File: src/design/ntkh_pkg.sv
`default_nettype none

package ntkh_pkg;

  localparam int unsigned KeyW  = 64;
  localparam int unsigned ByteW = 8;

  // hash multiplier
  localparam logic [KeyW-1:0] HashMul = KeyW'(43);

  // class codes that come out of the normalizing map
  localparam logic [ByteW-1:0] CodeIgnore   = 8'h01;
  localparam logic [ByteW-1:0] CodeLbracket = 8'h04;
  localparam logic [ByteW-1:0] CodeRbracket = 8'h05;

  localparam logic [ByteW-1:0] CharAmp   = 8'h26;
  localparam logic [ByteW-1:0] CharA     = 8'h61;
  localparam logic [ByteW-1:0] CharN     = 8'h6e;
  localparam logic [ByteW-1:0] CharD     = 8'h64;
  localparam logic [ByteW-1:0] CaseShift = 8'h20;

  // ampersand expands to three hashed letters
  localparam logic [1:0] AmpLastRound = 2'd2;

  typedef enum logic [2:0] {
    KIND_PLAIN,
    KIND_IGNORE,
    KIND_LBRACKET,
    KIND_AMP,
    KIND_END
  } byte_kind_e;

  typedef struct packed {
    byte_kind_e       kind;
    logic [ByteW-1:0] code;
  } norm_t;

  typedef enum logic {
    ST_IDLE,
    ST_MIX
  } state_e;

  function automatic logic [ByteW-1:0] amp_code(input logic [1:0] round);
    logic [ByteW-1:0] c;
    unique case (round)
      2'd0:    c = CharA;
      2'd1:    c = CharN;
      default: c = CharD;
    endcase
    return c;
  endfunction

endpackage

`default_nettype wire

File: src/design/normalized_title_key_hash_unit.sv
`default_nettype none

// Normalized title key hash. Feed the bytes of a title one item at a time on
// the slave stream; a byte of zero or an item with tlast high ends the name.
// Letters are folded to lowercase, punctuation such as space, '!', '-', '.',
// ':', '?', '_' and the apostrophe is skipped, and an ampersand is hashed as
// the word "and". Each kept code updates a 64-bit running hash, which starts
// at zero, as h ^ (h*43 + code). The master stream carries a result only in
// two cases: at the end of a name (tuser = 0, the full key, after which the
// hash clears) and just before an opening bracket '(', '[' or '{' is hashed
// (tuser = 1, the prefix key of the title so far). The unit runs one hash round
// per clock in a single shared mix unit: an ordinary byte or an opening bracket
// is accepted and then mixed in one round, an ampersand is accepted and then
// mixed in three rounds, and a skipped byte or an end of name is only accepted.
// The input is not ready while rounds are running. A finished result sits in
// an output register; the input also holds off while a result waits there,
// unless that result is being taken in the same cycle.
module normalized_title_key_hash_unit (
  input  logic        clk_i,
  input  logic        rst_ni,
  // input items
  input  logic        s_axis_tvalid_i,
  output logic        s_axis_tready_o,
  input  logic [7:0]  s_axis_tdata_i,   // [7:0] byte_value
  input  logic        s_axis_tlast_i,   // end_marker
  // result items
  output logic        m_axis_tvalid_o,
  input  logic        m_axis_tready_i,
  output logic [63:0] m_axis_tdata_o,   // [63:0] key_hash
  output logic        m_axis_tuser_o    // [0] is_prefix
);

  ntkh_pkg::state_e              state_q, state_d;
  logic [1:0]                    round_q, round_d;
  logic                          amp_q, amp_d;
  logic [ntkh_pkg::ByteW-1:0]    code_q, code_d;
  logic [ntkh_pkg::KeyW-1:0]     hash_q, hash_d;
  logic                          out_valid_q, out_valid_d;
  logic [ntkh_pkg::KeyW-1:0]     out_key_q, out_key_d;
  logic                          out_pre_q, out_pre_d;

  ntkh_pkg::norm_t               norm;
  logic [ntkh_pkg::ByteW-1:0]    mix_code;
  logic [ntkh_pkg::KeyW-1:0]     mix_hash;
  logic                          in_ready;
  logic                          accept;

  ntkh_norm_map u_norm_map (
    .byte_i (s_axis_tdata_i),
    .end_i  (s_axis_tlast_i),
    .norm_o (norm)
  );

  // Ampersand rounds walk through the letters a, n, d; otherwise hash the
  // code captured at accept.
  assign mix_code = amp_q ? ntkh_pkg::amp_code(round_q) : code_q;

  ntkh_mix_unit u_mix_unit (
    .hash_i (hash_q),
    .code_i (mix_code),
    .hash_o (mix_hash)
  );

  // Take a new item only when idle and the output register can hold a result.
  assign in_ready = (state_q == ntkh_pkg::ST_IDLE) && (!out_valid_q || m_axis_tready_i);
  assign accept   = s_axis_tvalid_i && in_ready;

  always_comb begin
    state_d     = state_q;
    round_d     = round_q;
    amp_d       = amp_q;
    code_d      = code_q;
    hash_d      = hash_q;
    out_valid_d = out_valid_q && !m_axis_tready_i;
    out_key_d   = out_key_q;
    out_pre_d   = out_pre_q;

    unique case (state_q)
      ntkh_pkg::ST_IDLE: begin
        if (accept) begin
          unique case (norm.kind)
            ntkh_pkg::KIND_END: begin
              out_valid_d = 1'b1;
              out_key_d   = hash_q;
              out_pre_d   = 1'b0;
              hash_d      = '0;
            end
            ntkh_pkg::KIND_LBRACKET: begin
              // Emit the prefix key, then hash the bracket code itself.
              out_valid_d = 1'b1;
              out_key_d   = hash_q;
              out_pre_d   = 1'b1;
              code_d      = norm.code;
              amp_d       = 1'b0;
              round_d     = '0;
              state_d     = ntkh_pkg::ST_MIX;
            end
            ntkh_pkg::KIND_AMP: begin
              amp_d   = 1'b1;
              round_d = '0;
              state_d = ntkh_pkg::ST_MIX;
            end
            ntkh_pkg::KIND_PLAIN: begin
              code_d  = norm.code;
              amp_d   = 1'b0;
              round_d = '0;
              state_d = ntkh_pkg::ST_MIX;
            end
            ntkh_pkg::KIND_IGNORE: begin
              // drop: hash unchanged, no result
            end
            default: begin
            end
          endcase
        end
      end

      ntkh_pkg::ST_MIX: begin
        hash_d = mix_hash;
        if (!amp_q || (round_q == ntkh_pkg::AmpLastRound)) begin
          state_d = ntkh_pkg::ST_IDLE;
        end else begin
          round_d = round_q + 2'd1;
        end
      end

      default: begin
        state_d = ntkh_pkg::ST_IDLE;
      end
    endcase
  end

  always_ff @(posedge clk_i or negedge rst_ni) begin
    if (!rst_ni) begin
      state_q     <= ntkh_pkg::ST_IDLE;
      round_q     <= '0;
      amp_q       <= 1'b0;
      hash_q      <= '0;
      out_valid_q <= 1'b0;
    end else begin
      state_q     <= state_d;
      round_q     <= round_d;
      amp_q       <= amp_d;
      hash_q      <= hash_d;
      out_valid_q <= out_valid_d;
    end
  end

  always_ff @(posedge clk_i) begin
    code_q    <= code_d;
    out_key_q <= out_key_d;
    out_pre_q <= out_pre_d;
  end

  assign s_axis_tready_o = in_ready;
  assign m_axis_tvalid_o = out_valid_q;
  assign m_axis_tdata_o  = out_key_q;
  assign m_axis_tuser_o  = out_pre_q;

endmodule

`default_nettype wire

File: src/design/ntkh_norm_map.sv
`default_nettype none

// Byte normalizing map and classification of the mapped code.
module ntkh_norm_map (
  input  logic [ntkh_pkg::ByteW-1:0] byte_i,
  input  logic                       end_i,
  output ntkh_pkg::norm_t            norm_o
);

  logic [ntkh_pkg::ByteW-1:0] code;

  always_comb begin
    case (byte_i) inside
      [8'h41:8'h5a]:
        code = byte_i + ntkh_pkg::CaseShift;
      8'h20, 8'h21, 8'h27, 8'h2d, 8'h2e, 8'h3a, 8'h3f, 8'h5f:
        code = ntkh_pkg::CodeIgnore;
      8'h28, 8'h5b, 8'h7b:
        code = ntkh_pkg::CodeLbracket;
      8'h29, 8'h5d, 8'h7d:
        code = ntkh_pkg::CodeRbracket;
      default:
        code = byte_i;
    endcase
  end

  always_comb begin
    norm_o.code = code;
    if (end_i || (byte_i == '0)) begin
      norm_o.kind = ntkh_pkg::KIND_END;
    end else if (code == ntkh_pkg::CodeIgnore) begin
      norm_o.kind = ntkh_pkg::KIND_IGNORE;
    end else if (code == ntkh_pkg::CodeLbracket) begin
      norm_o.kind = ntkh_pkg::KIND_LBRACKET;
    end else if (code == ntkh_pkg::CharAmp) begin
      norm_o.kind = ntkh_pkg::KIND_AMP;
    end else begin
      norm_o.kind = ntkh_pkg::KIND_PLAIN;
    end
  end

endmodule

`default_nettype wire

File: src/design/ntkh_mix_unit.sv
`default_nettype none

// One hash round: h ^ (h*43 + c), modulo 2^64.
module ntkh_mix_unit (
  input  logic [ntkh_pkg::KeyW-1:0]  hash_i,
  input  logic [ntkh_pkg::ByteW-1:0] code_i,
  output logic [ntkh_pkg::KeyW-1:0]  hash_o
);

  logic [ntkh_pkg::KeyW-1:0] prod;

  assign prod   = hash_i * ntkh_pkg::HashMul;
  assign hash_o = hash_i ^ (prod + ntkh_pkg::KeyW'(code_i));

endmodule

`default_nettype wire
File: config.mk
export PLATFORM = sky130hd
export DESIGN_NAME = normalized_title_key_hash_unit
export DESIGN_NICKNAME = d
export VERILOG_FILES = /design/src/design/ntkh_pkg.sv /design/src/design/normalized_title_key_hash_unit.sv /design/src/design/ntkh_norm_map.sv /design/src/design/ntkh_mix_unit.sv
export SDC_FILE = /design/constraint.sdc
export NUM_CORES = 1
export LEC_CHECK = 0
export ABC_AREA = 1
export BUFFER_PORTS_ARGS = -buffer_cell sky130_fd_sc_hd__buf_4
export CORE_MARGIN = 3
export CORE_UTILIZATION = 35
export DETAILED_ROUTE_END_ITERATION = 6
export GPL_TIMING_DRIVEN = 0
export SKIP_CTS_REPAIR_TIMING = 1
export SLEW_MARGIN = 25
export SYNTH_ARGS = -nofsm -noshare
export SYNTH_HDL_FRONTEND = slang
export SYNTH_SLANG_ARGS = --single-unit
File: constraint.sdc
create_clock -name clk_i -period 5.5 [get_ports clk_i]
set_input_delay 0.825 -clock clk_i [delete_from_list [all_inputs] [get_ports clk_i]]
set_output_delay 0.825 -clock clk_i [all_outputs]
set_load 0.01 [all_outputs]
# After elaboration in Yosys (flattened, before gate mapping)
# Cells that the tools add are included.
word_totals:
  output_inout_bits: 67
  regBits: 142
op_classes:
  n_mul: 1
  n_bitwise: 2
  mux: 26
  eq_ne: 26
  n_lt_le_gt_ge: 2
  reduce_logical: 27
  addsub: 3
ops:
  columns: ["operator", "n"]
  rows:
  - ["2-to-1 mux 64 bit", 2]
  - ["case mux 64 bit (2 select lines)", 1]
  - ["equality test 8 x 6 -> 1 bit (second input constant)", 10]
  - ["adder 64 x 8 -> 64 bit", 1]
  - ["multiplier 64 x 6 -> 64 bit (second input constant)", 1]
  - ["XOR 64 bit", 1]
  - ["equality test 8 x 7 -> 1 bit (second input constant)", 5]
  - ["2-to-1 mux 8 bit", 5]
  - ["AND reduction 3 bit", 5]
  - ["2-to-1 mux 3 bit", 3]
  - ["OR reduction 3 bit", 3]
  - ["adder 8 x 6 -> 8 bit (second input constant)", 1]
  - ["equality test 8 x 1 -> 1 bit (second input constant)", 1]
  - ["equality test 8 x 3 -> 1 bit (second input constant)", 1]
  - [">= comparator 8 x 7 -> 1 bit (second input constant)", 1]
  - ["<= comparator 8 x 7 -> 1 bit (second input constant)", 1]
  - ["zero test 8 bit", 1]
  - ["2-to-1 mux 2 bit", 4]
  - ["case mux 4 bit (2 select lines)", 1]
  - ["OR reduction 8 bit", 1]
  - ["equality test 3 x 2 -> 1 bit (second input constant)", 2]
  - ["2-to-1 mux 1 bit", 6]
  - ["inequality test 2 bit (second input constant)", 3]
  - ["case mux 1 bit (2 select lines)", 3]
  - ["15 further kinds", 24]

# Depth between registers and ports, before layout
# Gate-level depths: netlist of run 1.
logic_depth:
  ltp_word: 16
  mapped_depth: 22

# By module
# A second synthesis of run 1 with hierarchy kept.
hier_totals:
  cells_unflattened: 2216
  hier_area_um2: 16951.3
by_module_without_submodules:
  columns: ["mod", "cells_each", "area_per_inst_um2", "seq_area_each_um2", "n_inst"]
  rows:
  - ["ntkh_mix_unit", 1688, 11415.9, 0.0, 1]
  - ["normalized_title_key_hash_unit", 406, 4992.3, 3918.8, 1]
  - ["ntkh_norm_map", 122, 543.0, 0.0, 1]

# Least setup slack after synthesis of run 1
# Ideal clock, no wire load.
synth_timing:
  kind: "reg-to-reg"
  startpoint: "register hash_q[3] (netlist name)"
  endpoint: "register hash_q[36] (netlist name)"
  arrival_time_ns: 3.841
  setup_slack_ns: 1.541
  t_required_ns: 5.382
  path_stages_with_launch: 21
  cell_sequence: "dfrtp_1 ha_1 inv_1 fa_1 inv_1 fa_1 inv_1 fa_1 inv_1 ha_1 nand2_1 o21ai_0 nand2_1 nand3_1 nand3_1 nand2_1 nand2_1 nand2_1 or2_2 nand3_1 nand2_1"
synth_between:
  elab_chain_len: 4
synth_lines:
  columns: ["element", "line_no", "source"]
  rows:
  - ["from (decl)", "normalized_title_key_hash_unit.sv:37", "logic [ntkh_pkg::KeyW-1:0] hash_q, hash_d;"]
  - ["from (signal assigned)", "normalized_title_key_hash_unit.sv:144", "hash_q <= hash_d;"]
  - ["multiplier 64 x 6 -> 64 bit", "ntkh_mix_unit.sv:12", "assign prod = hash_i * ntkh_pkg::HashMul;"]
  - ["adder 64 x 8 -> 64 bit", "ntkh_mix_unit.sv:13", "assign hash_o = hash_i ^ (prod + ntkh_pkg::KeyW'(code_i));"]
  - ["XOR 64 bit", "ntkh_mix_unit.sv:13", null]
  - ["case mux 64 bit (2 select lines)", "normalized_title_key_hash_unit.sv:78", "unique case (state_q)"]
# No other way between the ends.
# A chain may end at the register's enable or synchronous reset.

# Final worst setup path of run 1
layout_timing:
  startpoint: "register hash_q[1] (netlist name)"
  endpoint: "register hash_q[57] (netlist name)"
# The elaborated chain is that of the path after synthesis.

==> flow_summary_export.csv, run 1 <==
group,metric,value,unit
run_status,status,"completed",
timing,fin_tns_setup,0,ns
setup_path,timing.critical_path.to_type,"register",
setup_path,path_class,"register to register",
timing,rsz0062_at_grt,"no",
timing,max_freq,0.210,GHz
finish,finalCoreUtilization,40.2,%
finish,seqCellArea,3920,µm²
timing,tightest_slew,0.757,ns
finish,layout.nets,2300,
flow_run,max_cap_viol_count,0,
place,io_buffers,77,
drt,via_per_inst,5.01,
drt,drcViolationCount,0,
die,dieArea,47100,µm²
global_routing,grt_pass1_vias,13054,
finish,fill_cells,4507,
synth,synth_nets,2203,
timing,period_minus_slack,4.76,ns
synth,ys.flop_type,"edfxtp_1",
drt,wire_per_inst,17.1,µm
global_routing,grt_use_total,18.9,%
global_routing,grt-ovfl-total,0,
setup_path,critPathBufInv,5,
timing,slew_viol_final,0,
synth,async_flop_share,48.6,%
timing,finalClockSkew,0.0106,ns
die,core,43600,µm²
setup_path,cp_top_family,"adder cells",
setup_path,worst_path_most_repeated_cell,"inv_1",
clocking,clockBufferDepth,2,
drt,wl,43000,µm
setup_path,critical_path_required,5.85,ns
synth,synth-seq-area-share,25.1,%
finish,design_area,17500,µm²
timing,finalWorstSetupSlack,0.740,ns
clocking,clk_latency,0.46,ns
synth,ys_warn_count,0,
clocking,cts.sinks,142,
synth,netlist.area_leader.share,20.1,%
global_routing,grt_max_degree,70,
place,hpwl,35100,µm
die,initial_core_util,35.8,%
timing,slew-limit-headroom,49.6,%
timing,finalSetupViolCount,0,
finish,multi_input_area,10800,µm²
finish,area_growth,12.2,%
synth,synth_edf_count,73,
synth,synth_top_cell_by_area,"ha_1",
clocking,htreeDepth,4,
clocking,tritoncts,"built",
drt,vias,12592,
setup_path,crit_path_max_incr_delay,0.54,ns
place,dp_slack,0.823,ns
die,fp-row-count,76,
synth,synth_cells,1818,
global_routing,grt_pass1_wl,70300,µm
timing,post-route-period-util,86.5,%
synth,avgSynthCellArea,8.58,µm²
synth,synth.distinct_cells,46,
place,gp_congestion,0.950,
finish,drive_gt1_share,8.92,%
finish,antenna_cells,0,
worst_hold_path,min_path_type,"primary input to asynchronous set/reset pin",
clocking,cts.clk_slew.worst_paths,0.07,ns
die,die_h,217,µm
die,die_w,217,µm
synth,syn-cell-area,15600,µm²
setup_path,setup.worst_path.start_class,"register",
setup_path,arrival,5.11,ns
drt,drt-initial-drc-count,893,
clocking,cts_buffers,17,
setup_path,crit_chain,"ha_1, inv_1, fa_1, inv_1, fa_1, inv_1, fa_1, inv_1, ha_1, a21oi_1, o21ai_0, a21oi_1, inv_1, nand3_1, nand3_1, nand3b_1, nand3_1, nand3_1, nand2_1",
setup_path,worst_path_max_delay_cell,"fa_1",
timing,hold_viol,0,
drt,postRouteAntennaNets,0,
synth,synth_common_cells,"nand2_1, ha_1, inv_1",
synth,ys_ff_latch,142,
drt,drtPass1Iterations,6,
place,placed_area,16900,µm²
global_routing,antenna_found_initial,0,
synth,synth.most_common_cell,"nand2_1",
clocking,cts_root_buf,"clkbuf_16",
synth,synthTopCellsByArea,"ha_1, fa_1, edfxtp_1",
die,io_pins,80,
setup_path,worstPathMaxFanout,7,
==> per-stage QoR <==
| stage | cells | hold slack, ns |
|---|---|---|
| 3_5_place_dp | 2481 | 0.532 |
| 2_1_floorplan | 1818 | 0.493 |
| 3_3_place_gp | 2480 | 0.517 |
| 6_report | 2513 | 0.415 |
| 5_1_grt | 2513 | 0.463 |
| 4_1_cts | 2513 | 0.546 |
==> worst reg2reg max path, stage by stage, from the launching register on <==
cell      delay, ns
dfrtp_1        0.50
ha_1           0.34
inv_1          0.05
fa_1           0.52
inv_1          0.05
fa_1           0.54
inv_1          0.06
fa_1           0.53
inv_1          0.04
ha_1           0.34
a21oi_1        0.21
o21ai_0        0.09
a21oi_1        0.25
inv_1          0.17
nand3_1        0.10
nand3_1        0.28
nand3b_1       0.32
nand3_1        0.11
nand3_1        0.10
nand2_1        0.07
==> kinds of logic after synthesis <==
family / count (synthesis) / share of synthesized area [%]
fa+ha+maj: 372 / 35.7
compound gates: 195 / 7.25
flops: 142 / 25.1
xor+xnor: 77 / 4.32
buf+inv: 226 / 5.62
simple gates: 806 / 22.0
==> sequential cells by signal (all words and copies together) (netlist names) <==
signal,flops
round_q,2
hash_q,64
amp_q,1
m_axis_tvalid_o,1
m_axis_tdata_o,64
code_q,8
m_axis_tuser_o,1
state_q,1
==> final timing paths <==
path,from,end,slack [ns],depth (start not counted)
max,hash_q[1],hash_q[57],0.74,19
min,rst_ni,hash_q[24],0.41,1
max reg2reg,hash_q[1],hash_q[57],0.74,19
min reg2reg,round_q[0],round_q[0],0.54,2
max in group asynchronous,rst_ni,hash_q[61],4.56,1
min in group clk_i,round_q[0],round_q[0],0.54,2
==> routing by layer <==
metal | part of all wire (%) | wire [µm] | vias to the layer above | GRT usage [%]
met3 | 3.9 | 1660 | 57 | 2.36
met2 | 48 | 20600 | 245 | 31.8
met5 | 0 | 0 | - | 0
met4 | 2.4 | 1020 | 0 | 5.91
li1 | - | - | 6191 | -
met1 | 46 | 19700 | 6099 | 25.5
==> cell type report <==
type / count / area share (%)
buffer: 15 / 0.450
clock inverter: 10 / 0.479
sequential: 142 / 22.4
multi-input combinational: 1450 / 61.7
inverter: 211 / 4.57
clock buffer: 22 / 2.77
timing repair buffer: 78 / 3.44
tap: 585 / 4.18
==> layout by cell type, fill, tap and decap left out, types with 6 or more instances in the layout <==
master     instances
a21oi_1           81
inv_1            205
or2_2             23
nand3_1           94
clkbuf_16         18
xnor2_1           12
nand3b_1          22
nand4_1           10
a32o_1             7
dfrtp_1           69
edfxtp_1          73
nor3_1            14
buf_2              6
o21a_1             6
o21bai_1           8
buf_4             78
o21ai_0           57
nand2_2           13
nand2_1          429
nor2_1           185
a21o_1            10
a31oi_1            7
a21boi_0           6
fa_1             122
xor2_1            65
ha_1             250
Power of run 1 is left out: the tool's default activity adds up to more than one toggle a clock period on the data nets, which glitch-free logic cannot reach.
==> run 2: changes to the inputs <==
--- a/config.mk
+++ b/config.mk
@@ -7,6 +7,7 @@
 export LEC_CHECK = 0
 export ABC_AREA = 1
 export BUFFER_PORTS_ARGS = -buffer_cell sky130_fd_sc_hd__buf_4
+export CORE_ASPECT_RATIO = 1.75
 export CORE_MARGIN = 3
 export CORE_UTILIZATION = 35
 export DETAILED_ROUTE_END_ITERATION = 6
==> run 2 against run 1 <==
Net effect: flip-flop and latch count did not move; die area increased by 0.21%; wire length increased by 6.5%; via count down 0.91%; clock skew is 0.0025 ns higher; non-clock buffer count unchanged; setup slack improved by 0.040 ns; design area grew 0.47%; largest cell class unchanged.
==> flow_summary_export.csv, run 2 (synthesized netlist as in run 1, its figures left out) <==
group,metric,value,unit
finish,antenna_cells,0,
finish,layout.nets,2300,
finish,area_growth,12.7,%
clocking,clk_latency,0.45,ns
timing,post-route-period-util,85.8,%
clocking,tritoncts,"built",
die,die_w,166,µm
place,hpwl,38400,µm
clocking,clockBufferDepth,2,
drt,wire_per_inst,18.4,µm
worst_hold_path,min_path_type,"primary input to asynchronous set/reset pin",
die,io_pins,80,
clocking,cts_root_buf,"clkbuf_16",
clocking,htreeDepth,4,
timing,tightest_slew,0.780,ns
drt,vias,12477,
timing,slew-limit-headroom,48.0,%
timing,hold_viol,0,
die,dieArea,47200,µm²
die,initial_core_util,35.7,%
setup_path,arrival,5.06,ns
setup_path,critical_path_required,5.84,ns
die,fp-row-count,101,
global_routing,grt-ovfl-total,0,
clocking,cts_buffers,17,
global_routing,grt_use_total,20.2,%
drt,drtPass1Iterations,5,
global_routing,grt_max_degree,70,
timing,slew_viol_final,0,
clocking,cts.clk_slew.worst_paths,0.07,ns
die,die_h,285,µm
timing,max_freq,0.212,GHz
setup_path,timing.critical_path.to_type,"register",
place,io_buffers,77,
run_status,status,"completed",
global_routing,grt_pass1_vias,13550,
finish,final_common_cell,"nand2_1",
timing,period_minus_slack,4.72,ns
timing,hold-worst-slack,0.391,ns
finish,design_area,17600,µm²
global_routing,grt_pass1_wl,72600,µm
setup_path,worstPathMaxFanout,7,
drt,via_per_inst,5.00,
drt,wl,45800,µm
timing,finalSetupViolCount,0,
place,gp_congestion,0.942,
setup_path,crit_path_max_incr_delay,0.53,ns
die,core,43700,µm²
flow_run,max_cap_viol_count,0,
setup_path,setup.worst_path.start_class,"register",
setup_path,critPathBufInv,5,
setup_path,path_class,"register to register",
finish,layout_common_cells,"nand2_1, ha_1, inv_1",
drt,postRouteAntennaNets,0,
timing,finalClockSkew,0.0131,ns
setup_path,cp_top_family,"adder cells",
setup_path,crit_chain,"ha_1, inv_1, fa_1, inv_1, fa_1, inv_1, fa_1, inv_1, ha_1, a21oi_1, o21ai_0, a21oi_1, inv_1, nand3_1, nand3_1, nand3b_1, nand3_1, nand3_1, nand2_1",
drt,drcViolationCount,0,
setup_path,worst_path_most_repeated_cell,"inv_1",
drt,drt-initial-drc-count,588,
finish,drive_gt1_share,9.02,%
timing,rsz0062_at_grt,"no",
global_routing,antenna_found_initial,0,
setup_path,worst_path_max_delay_cell,"fa_1",
timing,fin_tns_setup,0,ns
place,placed_area,16900,µm²
clocking,cts.sinks,142,
## run 2: changes by cell type in the layout (fill, tap and decap cells not counted)
| cell | before | now |
|---|---|---|
| buf_12 | 1 | 0 |
| bufinv_16 | 1 | 5 |
| clkinv_2 | 5 | 0 |
| clkbuf_16 | 18 | 17 |
| buf_16 | 0 | 1 |
| clkbuf_1 | 4 | 2 |
| inv_4 | 3 | 1 |
| clkinv_4 | 2 | 4 |
| clkbuf_8 | 2 | 1 |
| inv_6 | 0 | 5 |
## run 2: area by class of cell
type | instances | area, µm²
Fill cell | 4530 | 26100
Buffer | 15 | 78.8
Tap cell | 566 | 708
Timing Repair Buffer | 78 | 609
Multi-Input combinational cell | 1450 | 10800
Clock buffer | 18 | 439
Sequential cell | 142 | 3920
Clock inverter | 14 | 228
Inverter | 211 | 800
## run 2: path summary, 6_finish.rpt
kind / end / cells past startpoint / slack, ns / start
max in group asynchronous: hash_q[31] / 1 / 4.57 / rst_ni
worst max-delay path: hash_q[57] / 19 / 0.78 / hash_q[3]
worst min-delay path: m_axis_tvalid_o / 1 / 0.39 / rst_ni
worst max register to register: hash_q[57] / 19 / 0.78 / hash_q[3]
worst min register to register: m_axis_tvalid_o / 2 / 0.51 / m_axis_tvalid_o
min in group clk_i: m_axis_tvalid_o / 2 / 0.51 / m_axis_tvalid_o
## run 2: per-stage QoR
| step | utilization [%] | setup slack, ns | instances |
|---|---|---|---|
| final | 40.2 | 0.779 | 2494 |
| after global routing | 40.2 | 0.507 | 2494 |
| after CTS | 40.2 | 0.800 | 2494 |
| after detailed placement | 38.7 | 0.808 | 2462 |
| after global placement | 38.6 | 0.495 | 2461 |
| after floorplan | - | 1.54 | 1818 |
## run 2: routing by layer
layer | part of all wire (%) | global-route usage (%) | vias up | wire (µm)
li1 | - | - | 6188 | -
met1 | 36 | 20.4 | 5966 | 16600
met2 | 56 | 39.1 | 219 | 25600
met3 | 2.6 | 2.54 | 104 | 1180
met4 | 5.3 | 10.5 | 0 | 2440
met5 | 0 | 0 | - | 0
Power of run 2 is left out for the same reason.
==> run 3: changes to the inputs <==
==> constraint.sdc (replaced) <==
create_clock -name clk_i -period 5.5 [get_ports clk_i]
set_input_delay 0.275 -clock clk_i [delete_from_list [all_inputs] [get_ports clk_i]]
set_output_delay 0.275 -clock clk_i [all_outputs]
set_load 0.01 [all_outputs]
==> run 3 against run 2 <==
Net effect: die area is the same; setup slack gained 0.021 ns; hold slack lost 0.31 ns; maximum frequency grew 0.46%; first-iteration DRC count grew 1.2%; count of clock-buffer cells in the layout is the same; non-clock buffer count grew 1; register-to-register slack gained 0.02 ns; critical path type unchanged; largest cell class unchanged; highest routed layer unchanged.
==> flow_summary_export.csv, run 3 (synthesized netlist as in run 1, its figures left out) <==
group,metric,value,unit
die,die_w,166,µm
finish,final_common_cell,"nand2_1",
die,die_h,285,µm
setup_path,path_class,"register to register",
timing,slew_viol_final,0,
setup_path,worst_path_most_repeated_cell,"inv_1",
worst_hold_path,min_path_type,"primary input to register",
global_routing,antenna_found_initial,0,
die,core,43700,µm²
timing,hold_viol,0,
clocking,cts_buffers,17,
clocking,clk_latency,0.45,ns
timing,finalWorstSetupSlack,0.801,ns
global_routing,grt_use_total,20.2,%
flow_run,max_cap_viol_count,0,
place,io_buffers,77,
place,dp_cells,2462,
setup_path,crit_chain,"ha_1, inv_1, fa_1, inv_1, fa_1, inv_1, fa_1, inv_1, ha_1, a21oi_1, o21ai_0, a21oi_1, inv_1, nand3_1, nand3_1, nand3b_1, nand3_1, nand3_1, nand2_1",
setup_path,critical_path_required,5.84,ns
timing,period_minus_slack,4.70,ns
drt,wire_per_inst,18.4,µm
timing,post-route-period-util,85.4,%
timing,tightest_slew,0.779,ns
drt,wl,45800,µm
finish,layout.nets,2301,
die,io_pins,80,
drt,drcViolationCount,0,
drt,drt-initial-drc-count,595,
clocking,cts_root_buf,"clkbuf_16",
drt,drtPass1Iterations,5,
clocking,tritoncts,"built",
global_routing,grt-ovfl-total,0,
place,dp_slack,0.808,ns
global_routing,grt_pass1_wl,72600,µm
clocking,cts.clk_slew.worst_paths,0.07,ns
setup_path,arrival,5.04,ns
timing,rsz0062_at_grt,"no",
clocking,htreeDepth,4,
global_routing,grt_pass1_vias,13550,
setup_path,worst_path_max_delay_cell,"fa_1",
die,initial_core_util,35.7,%
die,fp-row-count,101,
drt,vias,12467,
finish,final_cells,2495,
timing,slew-limit-headroom,48.1,%
timing,finalClockSkew,0.0131,ns
finish,drive_gt1_share,9.02,%
global_routing,grt_max_degree,70,
die,dieArea,47200,µm²
timing,fin_tns_setup,0,ns
setup_path,worstPathMaxFanout,7,
run_status,status,"completed",
place,hpwl,38400,µm
finish,layout_common_cells,"nand2_1, ha_1, inv_1",
place,gp_congestion,0.942,
setup_path,timing.critical_path.to_type,"register",
drt,postRouteAntennaNets,0,
finish,antenna_cells,0,
finish,area_growth,12.8,%
clocking,cts.sinks,142,
timing,max_freq,0.213,GHz
timing,finalSetupViolCount,0,
setup_path,crit_path_max_incr_delay,0.53,ns
setup_path,setup.worst_path.start_class,"register",
clocking,clockBufferDepth,2,
drt,via_per_inst,5.00,
-- run 3: cell types whose count changed in the layout (fill, tap and decap cells not counted), sizes merged --
cell	previous run	this run
dlygate4sd3	0	1
-- run 3: final cells by class --
| class | instances | area (µm²) |
|---|---|---|
| Multi-Input combinational cell | 1450 | 10800 |
| Clock inverter | 14 | 228 |
| Fill cell | 4531 | 26100 |
| Sequential cell | 142 | 3920 |
| Clock buffer | 18 | 439 |
| Timing Repair Buffer | 79 | 619 |
| Tap cell | 566 | 708 |
| Inverter | 211 | 800 |
| Buffer | 15 | 78.8 |
-- run 3: metrics by stage --
step / cell area [µm²] / util [%] / hold slack [ns]
after global routing: 17600 / 40.2 / 0.122
final: 17600 / 40.2 / 0.0848
after detailed placement: 16900 / 38.7 / 0.507
after CTS: 17600 / 40.2 / 0.0136
after global placement: 16900 / 38.6 / 0.498
after floorplan: 15600 / - / -0.0206
-- run 3: per-layer routing --
layer / global-route usage [%] / vias up / share of wire [%]
met2: 39.1 / 222 / 56
met3: 2.54 / 104 / 2.6
met5: 0 / - / 0
li1: - / 6192 / -
met1: 20.4 / 5949 / 36
met4: 10.5 / 0 / 5.2
-- run 3: final timing paths --
check	start	end	slack [ns]	depth (start not counted)
setup / recovery	hash_q[3]	hash_q[57]	0.80	19
hold / removal	m_axis_tready_i	m_axis_tvalid_o	0.08	4
max in group asynchronous	rst_ni	hash_q[31]	4.55	2
hold reg to reg	m_axis_tvalid_o	m_axis_tvalid_o	0.51	2
setup reg to reg	hash_q[3]	hash_q[57]	0.80	19
min in group asynchronous	rst_ni	m_axis_tvalid_o	0.41	2
-- run 3: worst max-delay path, delay by kind of cell, from the launching register on --
kind / cells / cell delay, ns
adder cells (fa/ha/maj): 5 / 2.24
flip-flops: 1 / 0.49
AND/OR/NAND/NOR: 6 / 0.93
AO/OA/AOI/OAI: 3 / 0.59
buffers and inverters: 5 / 0.34
Power of run 3 is left out for the same reason.
